`config.mk`:
```
export PLATFORM = sky130hd
export DESIGN_NAME = dwld_front
export DESIGN_NICKNAME = d
export VERILOG_FILES = /design/src/rtl/core/dwld_pkg.sv /design/src/rtl/core/dwld_front.sv
export SDC_FILE = /design/constraint.sdc
export NUM_CORES = 1
export LEC_CHECK = 0
export ABC_AREA = 1
export BUFFER_PORTS_ARGS = -buffer_cell sky130_fd_sc_hd__buf_2
export CAP_MARGIN = 20
export CORE_MARGIN = 2
export CORE_UTILIZATION = 60
export CTS_CLUSTER_SIZE = 20
export DETAILED_ROUTE_END_ITERATION = 7
export PLACE_DENSITY = 0.83
export SLEW_MARGIN = 15
export SYNTH_ARGS = -nofsm -noshare
export SYNTH_HDL_FRONTEND = slang
export SYNTH_SLANG_ARGS = --single-unit
```
`constraint.sdc`:
```
create_clock -name clk -period 7.3 [get_ports clk]
set_input_delay 1.46 -clock clk [delete_from_list [all_inputs] [get_ports clk]]
set_output_delay 1.46 -clock clk [all_outputs]
set_load 0.01 [all_outputs]
```
`src/rtl/core/dwld_pkg.sv`:
```
// Package for the diamond window label dilation block.
// Holds register indexes and input action codes; no dependencies.
package dwld_pkg;
	localparam logic [1:0] REG_DIST    = 2'd0;
	localparam logic [1:0] REG_SAMPLES = 2'd1;
	localparam logic [1:0] REG_LINES   = 2'd2;

	localparam logic ACT_PIXEL = 1'b0;
	localparam logic ACT_FLUSH = 1'b1;
endpackage

```
`src/rtl/core/dwld_front.sv`:
```
// Front part: accepts input items, keeps the input and output position counters,
// writes pixels into the line store and issues one job per output pixel. Uses dwld_pkg.
module dwld_front
	import dwld_pkg::*;
#(
	parameter int SB   = 11,
	parameter int SLB  = 5,
	parameter int DB   = 4,
	parameter int RING = 20,
	parameter int JW   = 16 + SB + SLB + 1
) (
	input  logic               clk,
	input  logic               arst_n,
	input  logic [DB-1:0]      d,
	input  logic [SB:0]        w,
	input  logic [15:0]        h,
	input  logic               push,
	input  logic               action,
	input  logic [7:0]         pixel_value,
	output logic               full,
	output logic               wr_en,
	output logic [SLB+SB-1:0]  wr_addr,
	output logic [7:0]         wr_data,
	output logic               job_push,
	output logic [JW-1:0]      job_data,
	input  logic               job_full
);
	logic [15:0]    in_line_q, emit_line_q;
	logic [SB-1:0]  in_sample_q, emit_sample_q;
	logic [SLB-1:0] wr_slot_q, em_slot_q, wr_slot_nx;
	logic           accept, done_in, last, in_eol, em_eol;
	logic [SB-1:0]  wmax, ins, es;

	assign full    = job_full;
	assign accept  = push & ~job_full;
	assign wmax    = SB'(w - 1'b1);
	assign done_in = (in_line_q >= h);
	assign ins     = ({1'b0, in_sample_q} >= w) ? wmax : in_sample_q;
	assign es      = ({1'b0, emit_sample_q} >= w) ? wmax : emit_sample_q;
	assign in_eol  = (ins == wmax);
	assign em_eol  = (es == wmax);
	assign last    = (emit_line_q >= h - 16'd1) && em_eol;

	assign wr_en   = accept & ~done_in & (action == ACT_PIXEL);
	assign wr_addr = {wr_slot_q, ins};
	assign wr_data = pixel_value;

	assign job_push = accept & (done_in | ((action == ACT_PIXEL) && (in_line_q >= 16'(d))));
	assign job_data = {emit_line_q, es, em_slot_q, last};

	always_comb begin
		wr_slot_nx = wr_slot_q;
		if (wr_en && in_eol) begin
			wr_slot_nx = (32'(wr_slot_q) == RING - 1) ? '0 : wr_slot_q + 1'b1;
		end
	end

	always_ff @(posedge clk or negedge arst_n) begin
		if (!arst_n) begin
			in_line_q     <= '0;
			in_sample_q   <= '0;
			emit_line_q   <= '0;
			emit_sample_q <= '0;
			wr_slot_q     <= '0;
			em_slot_q     <= '0;
		end else begin
			wr_slot_q <= wr_slot_nx;
			if (wr_en) begin
				if (in_eol) begin
					in_sample_q <= '0;
					in_line_q   <= in_line_q + 16'd1;
				end else begin
					in_sample_q <= ins + 1'b1;
				end
			end
			if (job_push) begin
				if (last) begin
					in_line_q     <= '0;
					in_sample_q   <= '0;
					emit_line_q   <= '0;
					emit_sample_q <= '0;
					em_slot_q     <= wr_slot_nx;
				end else if (em_eol) begin
					emit_sample_q <= '0;
					emit_line_q   <= emit_line_q + 16'd1;
					em_slot_q     <= (32'(em_slot_q) == RING - 1) ? '0 : em_slot_q + 1'b1;
				end else begin
					emit_sample_q <= es + 1'b1;
				end
			end
		end
	end
endmodule

```
==> results.txt <==
Pleak -> 4.28 nW
P_sw -> 0.000800 W
Fmax achieved -> 157 MHz
Syn Area/Cell -> 6.52 µm²
Port Buffers -> 88
Fraction of registers with async set/reset -> 100%
Syn Nets -> 1184
Reg-to-reg startpoint -> in_sample_q[10]
Finish-stage setup viols -> 0
RSZ-0062 raised after global routing -> false
Crit path max-delay family -> simple AND/OR/NAND/NOR gates
Initial antenna violation count -> 0
Ports -> 105
PwrDens -> 241 nW/µm²
Clk_lat worst skew -> 350 ps
Share of layout cells above drive strength 1 -> 13.4%
Row count -> 39
CTS tree -> yes
Dpl hpwl -> 14200 µm
R2R setup slack -> 3720 ps
CP peak stage delay -> 300 ps
Commonest non-fill, non-tap cell in the layout -> nand2_1
Vias in the first global route -> 6573
Final WL -> 18400 µm
CTS sink count -> 64
First-pass GRT wire length -> 30800 µm
Placed insts -> 1274
Clk root buf -> clkbuf_16
Slew Limit Fails -> 0
Total inserted antenna cells -> 0
Hold-fix buffers, CTS -> 0
H-tree depth -> 3
Via count of the routed design -> 7135
Yosys cell types -> 37
Arr. time, crit path -> 4910 ps
Worst-path clk slew -> 60 ps
Core footprint -> 11400 µm²
Crit-path cells -> buf_2 > inv_1 > nand3_1 > nor3_1 > nand3_1 > nor3_1 > nand3_1 > nor3_1 > nand3_1 > xor2_1 > inv_1 > ha_1 > nand2_1 > inv_1 > nand3_1 > nor3_1 > nand3_1 > nand3_1 > inv_1 > nor2_2 > buf_2
Main flop type after synthesis -> dfrtp_1
Setup TNS -> 0 ps
Die ar. -> 12500 µm²
VDD IR-drop max -> 0.186 mV
Final Hold Viols -> 0
Buf/Inv on CP -> 6
Initial DRC count -> 585
Via density -> 5.54
Actual slew at the worst max-slew pin -> 834 ps
Most frequent CP cell -> nand3_1
Remaining DRCs -> 0
RePlAce Congestion -> 0.937
Internal power -> 0.00107 W
Layout area overhead -> 10.9%
Inserted Clock Buffers -> 9
Pre-CTS setup slack -> 1000 ps
Die Ht -> 112 µm
R2R Path End -> in_sample_q[4]
Sw Share -> 42.7%
EDFF count, synth -> 0
Kind of path behind the tightest hold check -> reg -> reg
Starting Density -> 61.3%
Setup repair bufs after CTS -> 0
Die width -> 112 µm
Crit path time final -> 6370 ps
Crit share post-route -> 87.3%
Post-CTS Resized -> 0
Power Total -> 0.00187 W
Most frequent cells in the layout -> 288 x nand2_1, 168 x inv_1, 96 x nor2_1
CP Launch Point -> h[2]
Largest net degree at the start of global routing -> 65
Final WS setup -> 926 ps
Total track usage -> 29.9%
Drt first pass iters -> 5
Clock share of power -> 27.3%
Seq cells post-synth -> 64
Average routed wire per standard cell -> 14.3 µm
Worst EP required -> 5840 ps
R2R depth -> 16
Post-synthesis cell count -> 1073
Power share of the sequential group -> 26.3%
Startpoint Class -> primary input
Clock Skew -> 7.64 ps
Yosys warning count -> 0
Worst-path fanout max -> 7
Comb pwr share -> 46.5%
Gr ovfl total -> 0
Post-route ant nets -> 0
CP endpoint -> job_data[0]
Critical path type -> in -> out
Crit. End Element -> output port
Fin cells -> 1289
Max Cap Viol -> 0
Nets -> 1253
Max stage delay cell, worst path -> nor3_1
Clock tree buffer depth -> 2
Post-synthesis sequential area ratio -> 22.9%
Critical path depth -> 21
Status -> finished clean
Mapped cell area -> 7000 µm²
Slew headroom -> 44.4%
[cells by family (layout without fill, tap and decap cells)]
group,count (synthesis),after routing,share of synthesized area (%)
and+or+nand+nor,575,575,37.5
buffers and inverters,208,281,12.6
AOI/OAI and AO/OA,114,114,9.47
adders and majority gates,66,66,11.8
DFF,64,64,22.9
xor gates and xnor gates,46,46,5.76
[how the worst min path moves through the flow]
stage	start	end	slack, ps	depth (start not counted)
6_report	em_slot_q[1]	em_slot_q[1]	550	2
5_1_grt	em_slot_q[1]	em_slot_q[1]	570	2
4_1_cts	em_slot_q[1]	em_slot_q[1]	550	2
3_5_place_dp	em_slot_q[1]	em_slot_q[1]	530	2
3_3_place_gp	em_slot_q[4]	em_slot_q[4]	540	2
2_1_floorplan	in_line_q[9]	in_line_q[9]	530	2
[cells in the mapped netlist (4+ instances only)]
cell type | instances | area [µm²]
a21oi_1 | 41 | 205
nor2_1 | 97 | 364
buf_4 | 17 | 128
nand2_1 | 288 | 1080
buf_2 | 7 | 35.0
xor2_1 | 37 | 324
inv_2 | 7 | 26.3
xnor2_1 | 9 | 78.8
o21bai_1 | 4 | 30.0
nand2_2 | 9 | 56.3
dfrtp_1 | 64 | 1600
o22ai_1 | 13 | 81.3
ha_1 | 66 | 826
nor2_2 | 6 | 37.5
nor4_1 | 6 | 37.5
clkbuf_1 | 5 | 18.8
nand3_1 | 73 | 365
nand3_2 | 6 | 60.1
o21ai_1 | 17 | 85.1
nor2_4 | 4 | 45.0
buf_6 | 4 | 45.0
o21ai_0 | 22 | 110
nand4_1 | 55 | 344
nor3_1 | 13 | 65.1
o2111ai_1 | 4 | 35.0
inv_1 | 168 | 631
nand3b_1 | 11 | 82.6
o21ai_2 | 7 | 61.3
[state kept, by name (all words and copies together) (netlist names)]
register / flops
emit_sample_q: 11
in_line_q: 16
wr_slot_q: 5
in_sample_q: 11
emit_line_q: 16
em_slot_q: 5
[metal layers]
metal | vias to the layer above | GRT usage [%] | wire length [µm]
met2 | 245 | 47.3 | 8240
met5 | - | 0 | 0
met1 | 3240 | 42.4 | 8600
met3 | 24 | 4.59 | 1270
li1 | 3626 | - | -
met4 | 0 | 9.92 | 322
[worst register-to-register path: stages, from the launching register on]
cell and delay [ps]:
dfrtp_1 420, ha_1 300, inv_1 50, nor2_1 140, nand3_1 100, nor2_1 140
nand2_2 210, nand2_2 430, inv_1 170, nand3_1 110, nand3_1 80, nor2_2 540
nand2_2 290, nand2_1 240, o22ai_1 100, nand2_1 80, inv_1 60
[metrics by stage]
step	util (%)	hold WS, ps	area, µm²
finish	68.0	549	7760
floorplan	-	528	7000
global placement	65.0	536	7420
global route	68.0	574	7760
CTS	68.0	549	7760
detailed placement	65.0	535	7420
[layout make-up]
type	count	area, µm²
multi-input cells	801	4520
fillers	1049	3660
flip-flops and latches	64	1600
inverters	175	657
repair buffers	91	463
clock buffers	10	239
well taps	143	179
clock inverters	5	105
[power groups by stage]
| stage | clock, W | combinational [W] | sequential [W] |
|---|---|---|---|
| floorplan | 0 | 0.000652 | 0.000471 |
| global placement | 0 | 0.000838 | 0.000491 |
| detailed placement | 0 | 0.000856 | 0.000491 |
| CTS | 0.000512 | 0.000865 | 0.000487 |
| global route | 0.000529 | 0.000990 | 0.000498 |
| finish | 0.000510 | 0.000869 | 0.000492 |
(Power assumes the default switching activity.)
