$ cat config.mk
export PLATFORM = sky130hd
export DESIGN_NAME = dwld_queue
export DESIGN_NICKNAME = d
export VERILOG_FILES = /design/src/rtl/core/dwld_queue.sv
export SDC_FILE = /design/constraint.sdc
export NUM_CORES = 1
export LEC_CHECK = 0
export BUFFER_PORTS_ARGS = -buffer_cell sky130_fd_sc_hd__buf_2
export CORE_MARGIN = 1.5
export CORE_UTILIZATION = 56
export CTS_BUF_LIST = sky130_fd_sc_hd__clkbuf_8
export DETAILED_ROUTE_END_ITERATION = 6
export HOLD_SLACK_MARGIN = 0.15
export PLACE_DENSITY = 0.94
export SLEW_MARGIN = 0
export SYNTH_ARGS = -nofsm -noshare
export SYNTH_HDL_FRONTEND = slang
export SYNTH_SLANG_ARGS = --single-unit
export TNS_END_PERCENT = 100
$ cat constraint.sdc
create_clock -name clk -period 4.02 [get_ports clk]
set_clock_uncertainty 0.15 [all_clocks]
set_input_delay 0 -clock clk [delete_from_list [all_inputs] [get_ports clk]]
set_output_delay 0 -clock clk [all_outputs]
set_load 0.05 [all_outputs]
$ cat src/rtl/core/dwld_queue.sv
// Small job queue between the front and back parts of the dilation block.
// Generic over word width and depth; no package dependencies.
module dwld_queue #(
	parameter int W     = 8,
	parameter int DEPTH = 2
) (
	input  logic         clk,
	input  logic         arst_n,
	input  logic         push,
	input  logic [W-1:0] wdata,
	output logic         full,
	input  logic         pop,
	output logic [W-1:0] rdata,
	output logic         empty
);
	localparam int PB = (DEPTH > 1) ? $clog2(DEPTH) : 1;
	localparam int CB = $clog2(DEPTH + 1);

	logic [W-1:0]  slots_q [DEPTH];
	logic [PB-1:0] wr_ptr_q, rd_ptr_q;
	logic [CB-1:0] count_q;
	logic          do_push, do_pop;

	assign full    = (count_q == CB'(DEPTH));
	assign empty   = (count_q == '0);
	assign do_push = push & ~full;
	assign do_pop  = pop & ~empty;
	assign rdata   = slots_q[rd_ptr_q];

	always_ff @(posedge clk) begin
		if (do_push) begin
			slots_q[wr_ptr_q] <= wdata;
		end
	end

	always_ff @(posedge clk or negedge arst_n) begin
		if (!arst_n) begin
			wr_ptr_q <= '0;
			rd_ptr_q <= '0;
			count_q  <= '0;
		end else begin
			if (do_push) begin
				wr_ptr_q <= (32'(wr_ptr_q) == DEPTH - 1) ? '0 : wr_ptr_q + 1'b1;
			end
			if (do_pop) begin
				rd_ptr_q <= (32'(rd_ptr_q) == DEPTH - 1) ? '0 : rd_ptr_q + 1'b1;
			end
			if (do_push && !do_pop) begin
				count_q <= count_q + 1'b1;
			end else if (do_pop && !do_push) begin
				count_q <= count_q - 1'b1;
			end
		end
	end
endmodule

==> summary.txt, run 1 <==
GRT
  – Number of antenna violations at the first check in global routing: 0
  – First-pass GRT wire length: roughly 1900 um
  – Gr ovfl total: 0
  – Overall Global Routing Usage: 0.195
  – Largest net degree at the start of global routing: 12
  – Vias in the first global route: about 440

STA
  – Tmin final: approximately 1800 ps
  – Setup TNS: 0 ps
  – Setup-failing EPs final: 0
  – RSZ-0062 raised after global routing: no
  – Max Slew Vio Count: 0
  – Fmax: approximately 570 MHz
  – Final worst slack: ~2300 ps
  – Crit share post-route: 0.435
  – Fin Hold WS: roughly 320 ps
  – Final Hold Viols: 0
  – Slew headroom: 0.554
  – Slew @ Worst Pin: around 670 ps

Yosys
  – Flops & latches, synth: 20
  – Post-synthesis cell type count: 15
  – Post-synthesis net count: 57
  – Cells after Synth: 44
  – Cell area after synthesis: 782 um2
  – Syn Area/Cell: 17.8 um2
  – Seq/Total Area, Yosys: 0.742
  – Yosys Warn Count: 0

Critical path
  – CP required: 3760 ps
  – Startpoint Class: flop
  – WP data arrival: between 1000 and 1500 ps
  – WS Path Type: reg2reg
  – Critical Path Fanout Max: 8
  – Crit. End Element: flop

Placement
  – Dpl ws: around 2300 ps
  – RePlAce Congestion: 0.672
  – HPWL after detailed placement: 851 um
  – Cell Area, Placed: 901 um2
  – PortBufs: 21

Die
  – CORE AREA: around 1300 um2
  – Row cnt: 13
  – Die area: 1630 um2
  – Horiz. Die Dim: around 40 um
  – Initial Util: 0.601
  – Die Ht: slightly above 40 um
  – I/O pin count: 22

Finish
  – Layout net count: 94
  – Layout cells sized above 1: 0.350
  – ANT cells: 0
  – Final core occ: 0.819
  – P&R area growth vs syn: 36.3%
  – Final Cell Area: around 1100 um2
  – Leading cell type in the layout, fill and taps excluded: buf_2
  – Commonest non-fill, non-tap cells in the layout: 21 x buf_2, 16 x edfxtp_1, 12 x dlygate4sd3_1
  – Fill count: 74

Clock tree
  – # H-tree levels: 1
  – Postcts setup bufs: 0
  – Clk buf depth: 2
  – Worst skew pair latency: approximately 260 ps
  – CTS tree: built
  – CTS-repair resized insts: 0
  – Clock Sinks: 20
  – CTS Buf Count: 3
  – Root Buffer: clkbuf_8
  – Worst-path clk slew: approximately 70 ps
  – Hold-fix buffers at CTS: 12

Drt
  – Residual DRC: 0
  – Routed len/inst: 14.3 um
  – Pre-antenna DRT Iters: 2
  – DR vias: 462
  – Via/cell ratio: just under 5
  – DR iter-0 viols: 1
  – Wirelength, routed: around 1400 um
  – Antenna Nets Post-Route: 0

Power
  – Max VDD drop: around 0.00047 V
  – PwrDens: slightly below 800 nW/um2
  – P_leak: roughly 0.45 nW

Status
  – Outcome: finished clean

Min path
  – Hold Path Class: in2reg

Flow run
  – Maxcap violations: 0
==> through the flow <==
stage | instances | total power, W
2_1_floorplan | 44 | 0.000622
3_3_place_gp | 79 | 0.000681
3_5_place_dp | 79 | 0.000693
4_1_cts | 95 | 0.000829
5_1_grt | 95 | 0.000868
6_report | 95 | 0.000828
==> worst paths after layout <==
path / startpoint / slack (ps) / cells past startpoint / end
max: count_q[0]$_DFFE_PN0P_ / 2270 / 3 / slots_q[0][5]$_DFFE_PP_
min: wdata[2] / 320 / 2 / slots_q[0][2]$_DFFE_PP_
max reg2reg: count_q[0]$_DFFE_PN0P_ / 2270 / 3 / slots_q[0][5]$_DFFE_PP_
min reg2reg: count_q[1]$_DFFE_PN0P_ / 370 / 1 / count_q[1]$_DFFE_PN0P_
max in group asynchronous: arst_n / 3020 / 3 / rd_ptr_q$_DFFE_PN0P_
min in group asynchronous: arst_n / 510 / 3 / wr_ptr_q$_DFFE_PN0N_
==> routing by layer <==
metal  GRT usage  vias up  part of all wire
met5           0        -                 0
li1            -      233                 -
met3      0.0167        5             0.037
met1       0.224      207              0.43
met2       0.321       17              0.49
met4       0.175        0             0.036
==> worst max-delay path, stage by stage (launching register included) <==
cell and delay [ps]:
dfrtp_1 420, nand2b_1 190, nand2_2 100, nor2_1 520
==> logic make-up (layout without fill, tap and decap cells) <==
| kind of cell | after synthesis | count (layout) | synth area share |
|---|---|---|---|
| compound gates | 1 | 1 | 0.00639 |
| xor+xnor | 5 | 5 | 0.0656 |
| fa+ha+maj | 1 | 1 | 0.0160 |
| buf+inv | 3 | 39 | 0.0160 |
| flops | 20 | 20 | 0.742 |
| mux | 8 | 8 | 0.115 |
| simple gates | 6 | 6 | 0.0384 |
==> where the power goes <==
part	total (W)	switching, W	internal (W)
combinational	0.000362	0.000247	0.000114
clock	0.000131	0.0000629	0.0000680
sequential	0.000336	0.0000456	0.000290
==> flip-flops by register name (all words and copies together), names as in the netlist <==
| register | cells |
|---|---|
| count_q | 2 |
| wr_ptr_q | 1 |
| rd_ptr_q | 1 |
| slots_q | 16 |
==> Yosys cell counts, drive strengths merged <==
cell | instances | share of area
inv | 2 | 0.0096
o21ai | 1 | 0.0064
dfrtp | 4 | 0.13
edfxtp | 16 | 0.61
ha | 1 | 0.016
nand2 | 1 | 0.0080
xnor2 | 3 | 0.043
buf | 1 | 0.0064
and3 | 1 | 0.0080
nor2 | 3 | 0.014
nand2b | 1 | 0.0080
mux2 | 8 | 0.12
xor2 | 2 | 0.022
==> cell type report <==
class                           count  area, um2  area share
Sequential cell                    20        581       0.545
Timing Repair Buffer               33        225       0.211
Multi-Input combinational cell     21        189       0.177
Clock buffer                        3       41.3      0.0387
Tap cell                           15       18.8      0.0176
Inverter                            2       7.51     0.00704
Clock inverter                      1       3.75     0.00352
Note: power is estimated with default switching activity, not from simulation.
==> run 2, diff against run 1 <==
CORE_UTILIZATION = 52   (was 56)
PLACE_DENSITY = 0.89   (was 0.94)
clock period = 1.74 ns   (was 4.02 ns; I/O delays follow)
==> run 2 against run 1 <==
Against the previous run:
- first-iteration DRC count increased to 6.0 times the previous value
- wire length up 8.3%
- register-to-register slack got worse by 2200 ps
- fmax grew 7.7%
- final cell count is 2.1% higher
- critical endpoint is now count_q[1]$_DFFE_PN0P_
- via count grew 5.2%
- sequential share of layout area decreased by 0.70 points
- clock power is 120% higher
- sequential cell count did not move
==> summary.txt, run 2 (synthesis gave the netlist of run 1 again) <==
Finish
  – Largest Register: slots_q
  – Fill count: 75
  – Multi-input gate area: between 150 and 200 um2
  – Top flop regs: slots_q x16, count_q x2
  – Layout cells sized above 1: 0.378
  – Commonest non-fill, non-tap cells in the layout: 21 x buf_2, 16 x edfxtp_1, 12 x dlygate4sd3_1
  – Register area: just under 600 um2
  – Leading cell type in the layout, fill and taps excluded: buf_2
  – Layout net count: 96
  – Final cell count without fillers: 97
  – Max FFs per register: 16
  – P&R area growth vs syn: 38.4%
  – ANT cells: 0

Die
  – Die Ht: 41.8 um
  – CORE AREA: ~1400 um2
  – Row cnt: 13
  – Initial Util: 0.579
  – I/O pin count: 22
  – Die area: 1750 um2
  – Horiz. Die Dim: around 42 um

Drt
  – DR iter-0 viols: 6
  – DR vias: 486
  – Routed len/inst: ~15 um
  – Antenna Nets Post-Route: 0
  – Residual DRC: 0
  – Pre-antenna DRT Iters: 5
  – Wirelength, routed: 1470 um
  – Via/cell ratio: ~5

Clock tree
  – Clock Sinks: 20
  – Clk buf depth: 2
  – # H-tree levels: 1
  – Worst-path clk slew: roughly 70 ps
  – Worst skew pair latency: ~240 ps
  – CTS tree: built
  – CTS Buf Count: 3
  – Root Buffer: clkbuf_8

STA
  – Final Hold Viols: 0
  – Setup TNS: 0 ps
  – Setup-failing EPs final: 0
  – Slew headroom: 0.744
  – RSZ-0062 raised after global routing: no
  – Fmax: about 620 MHz
  – Max Slew Vio Count: 0
  – Crit share post-route: 0.934
  – Final worst slack: 115 ps
  – Slew @ Worst Pin: around 380 ps
  – Tmin final: 1620 ps

Power
  – Combinational Power Share: 0.448
  – Power consumption: around 0.002 W
  – Sw frac: 0.430
  – Sw power: 0.000838 W
  – P_leak: between 0.4 and 0.5 nW
  – Max VDD drop: 0.00116 V
  – Internal: about 0.0011 W
  – Clock share of power: 0.150
  – PwrDens: around 1800 nW/um2
  – Reg power frac: 0.402

Critical path
  – Crit. End Element: flop
  – WS Path Type: reg2reg
  – WP data arrival: ~1600 ps
  – Startpoint Class: flop
  – Critical Path Fanout Max: 5
  – CP required: 1760 ps

Status
  – Outcome: finished clean

GRT
  – GRT busiest layer: met2
  – Number of antenna violations at the first check in global routing: 0
  – Met1 Resource Use GR: 0.250
  – Grt met2 use: 0.363
  – First-pass GRT wire length: 2520 um
  – Overall Global Routing Usage: 0.204
  – Grt met3 use: 0.0130
  – Largest net degree at the start of global routing: 12
  – Vias in the first global route: 501
  – Gr ovfl total: 0

Flow run
  – Maxcap violations: 0

Placement
  – Inst Count DP: around 80
  – PortBufs: 21
  – HPWL after detailed placement: roughly 930 um
  – RePlAce Congestion: 0.624
  – Dpl ws: 119 ps

Min path
  – Hold Path Class: in2reg
[run 2: cell types whose count changed in the layout (fill, tap and decap cells not counted)]
| cell | delta |
|---|---|
| buf_4 | +2 |
| clkinv_1 | -1 |
| dfrtp_1 | -1 |
| dfrtp_2 | +1 |
| inv_1 | +1 |
[run 2: repair_timing]
item,CTS,global route
hold buffers,12,0
endpoints found under the hold margin,23,0
setup endpoints to repair,0,1
buffers inserted,0,0
gates resized for setup,0,1
[run 2: worst paths after layout]
kind / to / cells after the start / from / slack (ps)
hold reg to reg: count_q[1]$_DFFE_PN0P_ / 1 / count_q[1]$_DFFE_PN0P_ / 380
setup / recovery: count_q[1]$_DFFE_PN0P_ / 7 / count_q[0]$_DFFE_PN0P_ / 120
setup reg to reg: count_q[1]$_DFFE_PN0P_ / 7 / count_q[0]$_DFFE_PN0P_ / 120
min in group asynchronous: rd_ptr_q$_DFFE_PN0P_ / 3 / arst_n / 480
max in group asynchronous: count_q[0]$_DFFE_PN0P_ / 3 / arst_n / 780
hold / removal: slots_q[1][3]$_DFFE_PP_ / 2 / wdata[3] / 320
[run 2: per-stage QoR]
| stage | hold slack (ps) | util | cell area (um2) |
|---|---|---|---|
| floorplan | -446 | - | 782 |
| global placement | -343 | 0.678 | 916 |
| detailed placement | -344 | 0.678 | 916 |
| CTS | 320 | 0.801 | 1080 |
| global route | 329 | 0.802 | 1080 |
| finish | 322 | 0.802 | 1080 |
[run 2: metal layers]
layer	routed length (um)	share of wire	vias to the layer above
met4	27	0.018	0
met5	0	0	-
li1	-	-	233
met3	39	0.027	2
met1	614	0.42	238
met2	786	0.54	13
[run 2: critical path, stage by stage, from the launching register on]
cell	delay [ps]
dfrtp_2	440
nand2b_1	200
nand2_2	120
inv_1	50
ha_1	180
xor2_1	140
nor2_1	110
xor2_1	150
[run 2: layout make-up]
class                   instances  area share
flip-flops and latches         20       0.538
well taps                      15      0.0173
clock buffers                   3      0.0382
clock inverters                 1     0.00347
multi-input cells              21       0.175
repair buffers                 35       0.222
inverters                       2     0.00694
[run 2: power by group through the flow]
stage | logic, W | clock network (W) | registers, W
after detailed placement | 0.000843 | 0 | 0.000792
after CTS | 0.000866 | 0.000289 | 0.000782
after global placement | 0.000822 | 0 | 0.000777
after global routing | 0.000931 | 0.000316 | 0.000804
final | 0.000874 | 0.000292 | 0.000784
after floorplan | 0.000708 | 0 | 0.000729
==> run 3, diff against run 2 <==
CELL_PAD_IN_SITES_DETAIL_PLACEMENT = 1   (was not set)
CELL_PAD_IN_SITES_GLOBAL_PLACEMENT = 1   (was not set)
CORE_UTILIZATION = 43   (was 52)
==> run 3 against run 2 <==
Against the previous run:
- combinational power is 4.5% higher
- critical path type unchanged
- worst hold slack worse by 0.64 ps
- final cell count is 11% higher
- count of clock-buffer cells in the layout stayed put
- setup slack better by 30 ps
- critical path depth stayed put
- via count is 3.1% higher
- non-clock buffer count is 1 higher
==> summary.txt, run 3 (synthesis gave the netlist of run 1 again) <==
Status
  – Outcome: finished clean

Die
  – CORE AREA: ~1700 um2
  – Horiz. Die Dim: roughly 46 um
  – Initial Util: 0.458
  – Die Ht: between 40 and 50 um
  – I/O pin count: 22
  – Row cnt: 15
  – Die area: 2080 um2

Clock tree
  – Worst skew pair latency: approximately 250 ps
  – Postcts setup bufs: 0
  – Clock Sinks: 20
  – # H-tree levels: 1
  – CTS tree: built
  – CTS Buf Count: 3
  – Clk buf depth: 2
  – Root Buffer: clkbuf_8
  – Worst-path clk slew: around 70 ps

Finish
  – Leading cell type in the layout, fill and taps excluded: buf_2
  – Largest Register: slots_q
  – Register area: ~580 um2
  – Max FFs per register: 16
  – P&R area growth vs syn: 40.8%
  – Final cell count without fillers: about 110
  – Multi-input gate area: 189 um2
  – Layout net count: 97
  – Fill count: roughly 180
  – ANT cells: 0
  – Commonest non-fill, non-tap cells in the layout: 21 x buf_2, 16 x edfxtp_1, 12 x dlygate4sd3_1
  – Layout cells sized above 1: 0.373
  – Top flop regs: slots_q x16, count_q x2

Drt
  – DR vias: between 500 and 600
  – Via/cell ratio: 4.64
  – Wirelength, routed: ~1500 um
  – DR iter-0 viols: 3
  – Routed len/inst: around 14 um
  – Residual DRC: 0
  – Pre-antenna DRT Iters: 3
  – Antenna Nets Post-Route: 0

Critical path
  – CP startpoint: count_q[0]$_DFFE_PN0P_
  – WP data arrival: 1620 ps
  – Reg2reg start: count_q[0]$_DFFE_PN0P_
  – Startpoint Class: flop
  – Critical path buffer and inverter count: 1
  – Crit-path cells: nand2b_1, nand2_2, inv_1, ha_1, xor2_1, nor2_1, xor2_1
  – R2R Setup Slk: 140 ps
  – WS Path Type: reg2reg
  – CP max-delay cell: dfrtp_1
  – CP most frequent cell: xor2_1
  – Crit path max-delay family: simple AND/OR/NAND/NOR gates
  – CP required: around 1800 ps
  – Critical Path Fanout Max: 3
  – Max stage delay on crit path: 370 ps
  – Crit. End Element: flop

GRT
  – Gr ovfl total: 0
  – Met1 Resource Use GR: 0.172
  – GRT busiest layer: met2
  – Number of antenna violations at the first check in global routing: 0
  – Largest net degree at the start of global routing: 12
  – Overall Global Routing Usage: 0.174
  – Vias in the first global route: 498
  – Grt met3 use: 0.0437
  – First-pass GRT wire length: between 2000 and 2500 um
  – Grt met2 use: 0.299

Min path
  – Hold Path Class: in2reg
  – Hold_sp: wdata[3]

Placement
  – RePlAce Congestion: between 0.6 and 0.7
  – PortBufs: 21
  – HPWL after detailed placement: 954 um
  – Inst Count DP: 92

STA
  – Tmin final: about 1600 ps
  – Fmax: 627 MHz
  – Crit share post-route: 0.917
  – Setup TNS: 0 ps
  – Max Slew Vio Count: 0
  – RSZ-0062 raised after global routing: no
  – Setup-failing EPs final: 0
  – Slew @ Worst Pin: 401 ps
  – Slew headroom: 0.733
  – Final Hold Viols: 0

Flow run
  – Maxcap violations: 0

Power
  – PwrDens: 1790 nW/um2
  – Max VDD drop: approximately 0.0011 V
  – P_leak: 0.463 nW
## run 3: changes by cell type in the layout (fill, tap and decap cells not counted)
cell / before / now
inv_1: 3 / 2
buf_4: 2 / 3
dfrtp_1: 3 / 4
dfrtp_2: 1 / 0
clkinv_1: 0 / 1
## run 3: path summary, 6_finish.rpt
check / to / cells past startpoint
min: slots_q[1][3]$_DFFE_PP_ / 2
max: count_q[1]$_DFFE_PN0P_ / 7
max reg2reg: count_q[1]$_DFFE_PN0P_ / 7
min reg2reg: wr_ptr_q$_DFFE_PN0N_ / 1
max in group asynchronous: count_q[0]$_DFFE_PN0P_ / 3
min in group asynchronous: rd_ptr_q$_DFFE_PN0P_ / 3
## run 3: final cells by class
type | instances | share of cell area
clock buffers | 3 | 0.0375
clock inverters | 1 | 0.00341
inverters | 2 | 0.00682
multi-input cells | 21 | 0.172
flip-flops and latches | 20 | 0.527
well taps | 25 | 0.0284
repair buffers | 36 | 0.225
## run 3: timing repair
action,CTS,global route
endpoints found under the hold margin,23,0
resized for setup,0,0
hold buffers,12,0
## run 3: where the power goes
| part | leakage [nW] | internal (W) | switching, W |
|---|---|---|---|
| Combinational | 0.244 | 0.000300 | 0.000614 |
| Sequential | 0.195 | 0.000669 | 0.0000929 |
| Clock | 0.0231 | 0.000157 | 0.000139 |
## run 3: worst register-to-register path, stage by stage, from the launching register on
cell and delay [ps]:
dfrtp_1 370, nand2b_1 200, nand2_2 130, inv_1 50, ha_1 190, xor2_1 150, nor2_1 110, xor2_1 170
## run 3: per-layer routing
metal  wire length, um  vias to the layer above  share of wire
li1                  -                      235              -
met1               550                      240           0.36
met2               806                       18           0.53
met3                67                        8          0.044
met4                89                        0          0.059
met5                 0                        -              0
## run 3: metrics by stage
stage                     hold slack [ps]   util  cell area [um2]  setup WS (ps)  total power, W
after floorplan                      -446      -              782            198         0.00144
after global placement               -339  0.548              936            232         0.00162
after detailed placement             -335  0.548              936            169         0.00166
after CTS                             309  0.645             1100            143         0.00198
after global routing                  333  0.645             1100           6.15         0.00206
final                                 321  0.645             1100            145         0.00197
